## src/design/clb_pkg.sv

```systemverilog
// Shared types, codes and constants for the cursor list buffer.
package clb_pkg;

	localparam int CLB_CAPACITY   = 64;
	localparam int CLB_VALUE_BITS = 32;

	localparam int FUNC_W   = 3;
	localparam int STATUS_W = 2;
	localparam int FIELD_W  = 32;
	localparam int POS_W    = 7;

	localparam logic [FUNC_W-1:0] FN_APPEND = 3'd0;
	localparam logic [FUNC_W-1:0] FN_NEXT   = 3'd1;
	localparam logic [FUNC_W-1:0] FN_PREV   = 3'd2;
	localparam logic [FUNC_W-1:0] FN_HEAD   = 3'd3;
	localparam logic [FUNC_W-1:0] FN_DELETE = 3'd4;

	typedef enum logic [STATUS_W-1:0] {
		ST_DONE  = 2'd0,
		ST_FULL  = 2'd1,
		ST_EMPTY = 2'd2,
		ST_EDGE  = 2'd3
	} status_t;

	typedef enum logic [1:0] {
		S_IDLE,
		S_WALK,
		S_REPORT
	} state_t;

	typedef enum logic [2:0] {
		OP_HOLD,
		OP_PUSH,
		OP_POP,
		OP_REPLACE,
		OP_WRITE
	} stack_op_t;

	typedef struct packed {
		stack_op_t l_op;
		stack_op_t r_op;
	} cell_cmd_t;

	typedef struct packed {
		logic [FUNC_W-1:0]         func;
		logic signed [FIELD_W-1:0] item_value;
	} cmd_t;

	typedef struct packed {
		logic [STATUS_W-1:0]       status;
		logic signed [FIELD_W-1:0] cursor_value;
		logic [POS_W-1:0]          cursor_position;
		logic [POS_W-1:0]          element_count;
		logic                      at_head;
		logic                      at_tail;
	} rsp_t;

endpackage

```

## src/design/clb_cell.sv

```systemverilog
// One cell of the two-stack chain: a slot of the left stack and a slot of the right stack.
module clb_cell #(
	parameter int IDX_W      = 6,
	parameter int VALUE_BITS = 32,
	parameter int IDX        = 0
) (
	input  logic                   clk,
	input  clb_pkg::cell_cmd_t     cmd,
	input  logic [IDX_W-1:0]       wr_idx,
	input  logic [VALUE_BITS-1:0]  l_prev,
	input  logic [VALUE_BITS-1:0]  l_next,
	input  logic [VALUE_BITS-1:0]  r_prev,
	input  logic [VALUE_BITS-1:0]  r_next,
	input  logic [VALUE_BITS-1:0]  r_wval,
	output logic [VALUE_BITS-1:0]  l_q,
	output logic [VALUE_BITS-1:0]  r_q
);
	import clb_pkg::*;

	always_ff @(posedge clk) begin
		unique case (cmd.l_op)
			OP_PUSH: l_q <= l_prev;
			OP_POP: l_q <= l_next;
			OP_REPLACE: begin
				if (IDX == 0) begin
					l_q <= l_prev;
				end
			end
			default: begin
			end
		endcase
		unique case (cmd.r_op)
			OP_PUSH: r_q <= r_prev;
			OP_POP: r_q <= r_next;
			OP_WRITE: begin
				if (wr_idx == IDX_W'(IDX)) begin
					r_q <= r_wval;
				end
			end
			default: begin
			end
		endcase
	end

endmodule

```

## config.mk

```make
export PLATFORM = sky130hd
export DESIGN_NAME = clb_cell
export DESIGN_NICKNAME = d
export VERILOG_FILES = /design/src/design/clb_pkg.sv /design/src/design/clb_cell.sv
export SDC_FILE = /design/constraint.sdc
export NUM_CORES = 1
export LEC_CHECK = 0
export BUFFER_PORTS_ARGS = -buffer_cell sky130_fd_sc_hd__buf_2
export CAP_MARGIN = 25
export CORE_ASPECT_RATIO = 1.75
export CORE_MARGIN = 5
export CORE_UTILIZATION = 38
export DETAILED_ROUTE_END_ITERATION = 12
export GPL_TIMING_DRIVEN = 0
export MAX_ROUTING_LAYER = met4
export PLACE_DENSITY = 0.75
export SLEW_MARGIN = 10
export SYNTH_ARGS = -nofsm -noshare
export SYNTH_HDL_FRONTEND = slang
export SYNTH_SLANG_ARGS = --single-unit
```

## constraint.sdc

```tcl
create_clock -name clk -period 4.6 [get_ports clk]
set_input_delay 0.92 -clock clk [delete_from_list [all_inputs] [get_ports clk]]
set_output_delay 0.92 -clock clk [all_outputs]
set_load 0.02 [all_outputs]
```

==> impl_metrics.xml <==
<?xml version="1.0" encoding="UTF-8"?>
<metrics>
  <group name="setup_path">
    <metric name="slowest_stage" unit="">or3b_1</metric>
    <metric name="start_kind" unit="">primary input</metric>
    <metric name="crit_path_cell_trace" unit="">buf_2, or3b_1, buf_2, buf_6, o32ai_4, buf_8, buf_8</metric>
    <metric name="cp_max_fo" unit="">17</metric>
    <metric name="crit_buf_inv" unit="">5</metric>
    <metric name="cp.arrival" unit="ns">2.52</metric>
    <metric name="critPathTopFamily" unit="">buffers and inverters</metric>
    <metric name="longest_individual_stage_delay_on_the_worst_path" unit="ns">0.37</metric>
    <metric name="critical_path.endpoint_type" unit="">register</metric>
    <metric name="timing.setup.critical_path_class" unit="">in -&gt; reg</metric>
    <metric name="worst_ep_required_time" unit="ns">4.62</metric>
  </group>
  <group name="placement">
    <metric name="gp_congestion" unit="">0.830</metric>
    <metric name="dp.final_hpwl" unit="mm">9.45</metric>
    <metric name="buffer_ports.inserted" unit="">236</metric>
    <metric name="place_area" unit="mm^2">0.00490</metric>
    <metric name="numPlacedInstances" unit="">592</metric>
  </group>
  <group name="hold_path">
    <metric name="hold_path_end" unit="">l_q[6]</metric>
    <metric name="hold_class" unit="">in -&gt; reg</metric>
    <metric name="worst_hold_startpoint" unit="">l_next[6]</metric>
    <metric name="holdPathStages" unit="">2</metric>
  </group>
  <group name="timing">
    <metric name="slew_violations" unit="">0</metric>
    <metric name="hold_violation_count_in_the_final_report" unit="">0</metric>
    <metric name="setup-violations-final" unit="">0</metric>
    <metric name="layout_worst_path_cycle_share" unit="%">54.3</metric>
    <metric name="tightestPinTransition" unit="ns">0.818</metric>
    <metric name="rsz0062_at_grt" unit="">false</metric>
    <metric name="finalWorstPathRequiredPeriod" unit="ns">2.50</metric>
    <metric name="setup-tns-final" unit="ns">0</metric>
    <metric name="maxSlewHeadroom" unit="%">45.4</metric>
    <metric name="maxClockFrequency" unit="GHz">0.401</metric>
  </group>
  <group name="clock_network">
    <metric name="cts_buffers" unit="">9</metric>
    <metric name="post_cts_buffers" unit="">0</metric>
    <metric name="ctsLongestPathBuffers" unit="">2</metric>
    <metric name="cts_hold_repair.buffers" unit="">0</metric>
    <metric name="cts.htree.levels" unit="">3</metric>
    <metric name="ctsResizeCount" unit="">0</metric>
    <metric name="numClockSinks" unit="">64</metric>
    <metric name="tritoncts" unit="">done</metric>
    <metric name="root_buffer" unit="">clkbuf_16</metric>
    <metric name="clk_pin_slew" unit="ns">0.05</metric>
  </group>
  <group name="cells_and_area">
    <metric name="num_antenna_cells" unit="">0</metric>
    <metric name="flow.area_growth_from_synthesis" unit="%">47.5</metric>
    <metric name="drive_gt1_share" unit="%">62.5</metric>
    <metric name="layout.cells.non_filler" unit="">608</metric>
    <metric name="most_common_cell_after_layout_fill_and_taps_aside" unit="">buf_2</metric>
    <metric name="layout_common_cells" unit="">buf_2, edfxtp_1, nor4bb_1</metric>
    <metric name="fillerInstances" unit="">785</metric>
    <metric name="final_core_util" unit="%">57.3</metric>
    <metric name="finalInstanceArea" unit="mm^2">0.00518</metric>
    <metric name="nNetsFinal" unit="">656</metric>
  </group>
  <group name="die">
    <metric name="die_height" unit="um">137</metric>
    <metric name="floorplan.die_area" unit="mm^2">0.0113</metric>
    <metric name="placementRows" unit="">46</metric>
    <metric name="dieWidth" unit="um">82.7</metric>
    <metric name="top_level_ports" unit="">237</metric>
    <metric name="floorplan.initialDensity" unit="%">38.9</metric>
    <metric name="fp.coreArea" unit="mm^2">0.00904</metric>
  </group>
  <group name="drt">
    <metric name="routed-via-count" unit="">3196</metric>
    <metric name="ant_nets" unit="">0</metric>
    <metric name="drtIter0Drc" unit="">66</metric>
    <metric name="drt_first_pass_iters" unit="">4</metric>
    <metric name="routed_wire_length" unit="mm">11.5</metric>
    <metric name="top_signal_layer_used" unit="">met4</metric>
    <metric name="avgRoutedWirePerCell" unit="um">18.8</metric>
    <metric name="routed-wl-met3" unit="mm">1.32</metric>
    <metric name="met2WireLength" unit="mm">6.16</metric>
    <metric name="via_per_inst" unit="">5.26</metric>
    <metric name="m1WireLength" unit="mm">3.78</metric>
    <metric name="drc" unit="">0</metric>
  </group>
  <group name="synthesis">
    <metric name="ys_ff_latch" unit="">64</metric>
    <metric name="post_synth_main_area_contributors" unit="">edfxtp_1, nor4bb_1, mux2_2</metric>
    <metric name="average_cell_area_after_synthesis" unit="um^2">15.0</metric>
    <metric name="ys_seq_area_share" unit="%">54.7</metric>
    <metric name="synth_top_area_share" unit="%">54.7</metric>
    <metric name="netlist.top_cell.by_area" unit="">edfxtp_1</metric>
    <metric name="yosysWarnings" unit="">0</metric>
    <metric name="synth.net_count" unit="">407</metric>
    <metric name="synthesis.area" unit="mm^2">0.00351</metric>
    <metric name="postSynthCellCount" unit="">234</metric>
    <metric name="synth.lib_cells_used.distinct" unit="">18</metric>
  </group>
  <group name="grt">
    <metric name="initial_antenna_violation_count" unit="">0</metric>
    <metric name="vias_in_the_first_global_route" unit="">3461</metric>
    <metric name="grt_pass1_wl" unit="mm">16.4</metric>
    <metric name="maximum_number_of_pins_on_one_net_before_global_route_repair" unit="">33</metric>
    <metric name="gr-total-overflow" unit="">0</metric>
    <metric name="track_usage" unit="%">20.1</metric>
  </group>
  <group name="pwr">
    <metric name="power.density_cell_area" unit="mW/mm^2">334</metric>
    <metric name="power.leakage" unit="nW">2.22</metric>
    <metric name="power.ir.vdd_worst" unit="uV">248</metric>
    <metric name="post-layout-total-power" unit="mW">1.73</metric>
  </group>
  <group name="run">
    <metric name="timing.max_cap.violations" unit="">0</metric>
  </group>
  <group name="outcome">
    <metric name="outcome" unit="">complete, no violations</metric>
  </group>
</metrics>
-- per-stage QoR --
stage               setup WS [ns]  hold WS, ns
floorplan                  0.0420         1.12
global placement            -1.29         1.21
detailed placement           1.77         1.23
CTS                          2.11        0.891
global route                 2.04        0.891
finish                       2.10        0.897
-- flip-flops by register name, indices dropped and copies added, names as in the netlist --
signal,flops
r_q,32
l_q,32
-- synthesized netlist by cell type --
library cell and count:
a311o_1 32, and4bb_1 4, and4bb_2 8, buf_2 6, buf_4 4, buf_6 4
clkbuf_1 19, edfxtp_1 64, mux2_1 2, mux2_2 30, nand2b_1 1, nor2_1 2
nor4bb_1 52, o32ai_1 1, or2_2 1, or3b_1 2, or4_1 1, xnor2_1 1
-- where the power goes --
group	switching [mW]	leakage [nW]	internal, mW	total [mW]
Combinational	0.196	1.48	0.165	0.361
Clock	0.227	0.138	0.413	0.640
Sequential	0.0129	0.603	0.715	0.728
-- cell type report --
| cell class | instances | area (um^2) | share of cell area (%) |
|---|---|---|---|
| Tap cell | 120 | 150 | 2.90 |
| Buffer | 33 | 176 | 3.41 |
| Clock inverter | 5 | 47.5 | 0.918 |
| Sequential cell | 64 | 1920 | 37.1 |
| Timing Repair Buffer | 238 | 1210 | 23.4 |
| Multi-Input combinational cell | 137 | 1440 | 27.8 |
| Clock buffer | 11 | 233 | 4.49 |
-- layer usage --
| layer | vias up | global-route usage (%) |
|---|---|---|
| met1 | 1479 | 18.5 |
| met3 | 15 | 5.50 |
| met4 | 0 | 7.73 |
| met2 | 199 | 37.9 |
| met5 | - | - |
| li1 | 1503 | - |
-- worst max path at each step --
| stage | slack [ns] | depth (start not counted) | endpoint | startpoint |
|---|---|---|---|---|
| after floorplan | 0.04 | 4 | r_q[0] | cmd[1] |
| after global placement | -1.29 | 5 | r_q[15] | cmd[1] |
| after detailed placement | 1.77 | 7 | r_q[18] | cmd[1] |
| after CTS | 2.11 | 7 | r_q[21] | cmd[1] |
| after global routing | 2.04 | 7 | r_q[31] | cmd[1] |
| final | 2.10 | 7 | r_q[31] | cmd[1] |
-- cell families after synthesis --
| kind of cell | synth area share, % |
|---|---|
| AOI/OAI and AO/OA | 9.37 |
| xor gates and xnor gates | 0.249 |
| buffers and inverters | 5.02 |
| DFF | 54.7 |
| muxes | 10.3 |
| and+or+nand+nor | 20.4 |
Power figures use the tool's default switching activity.
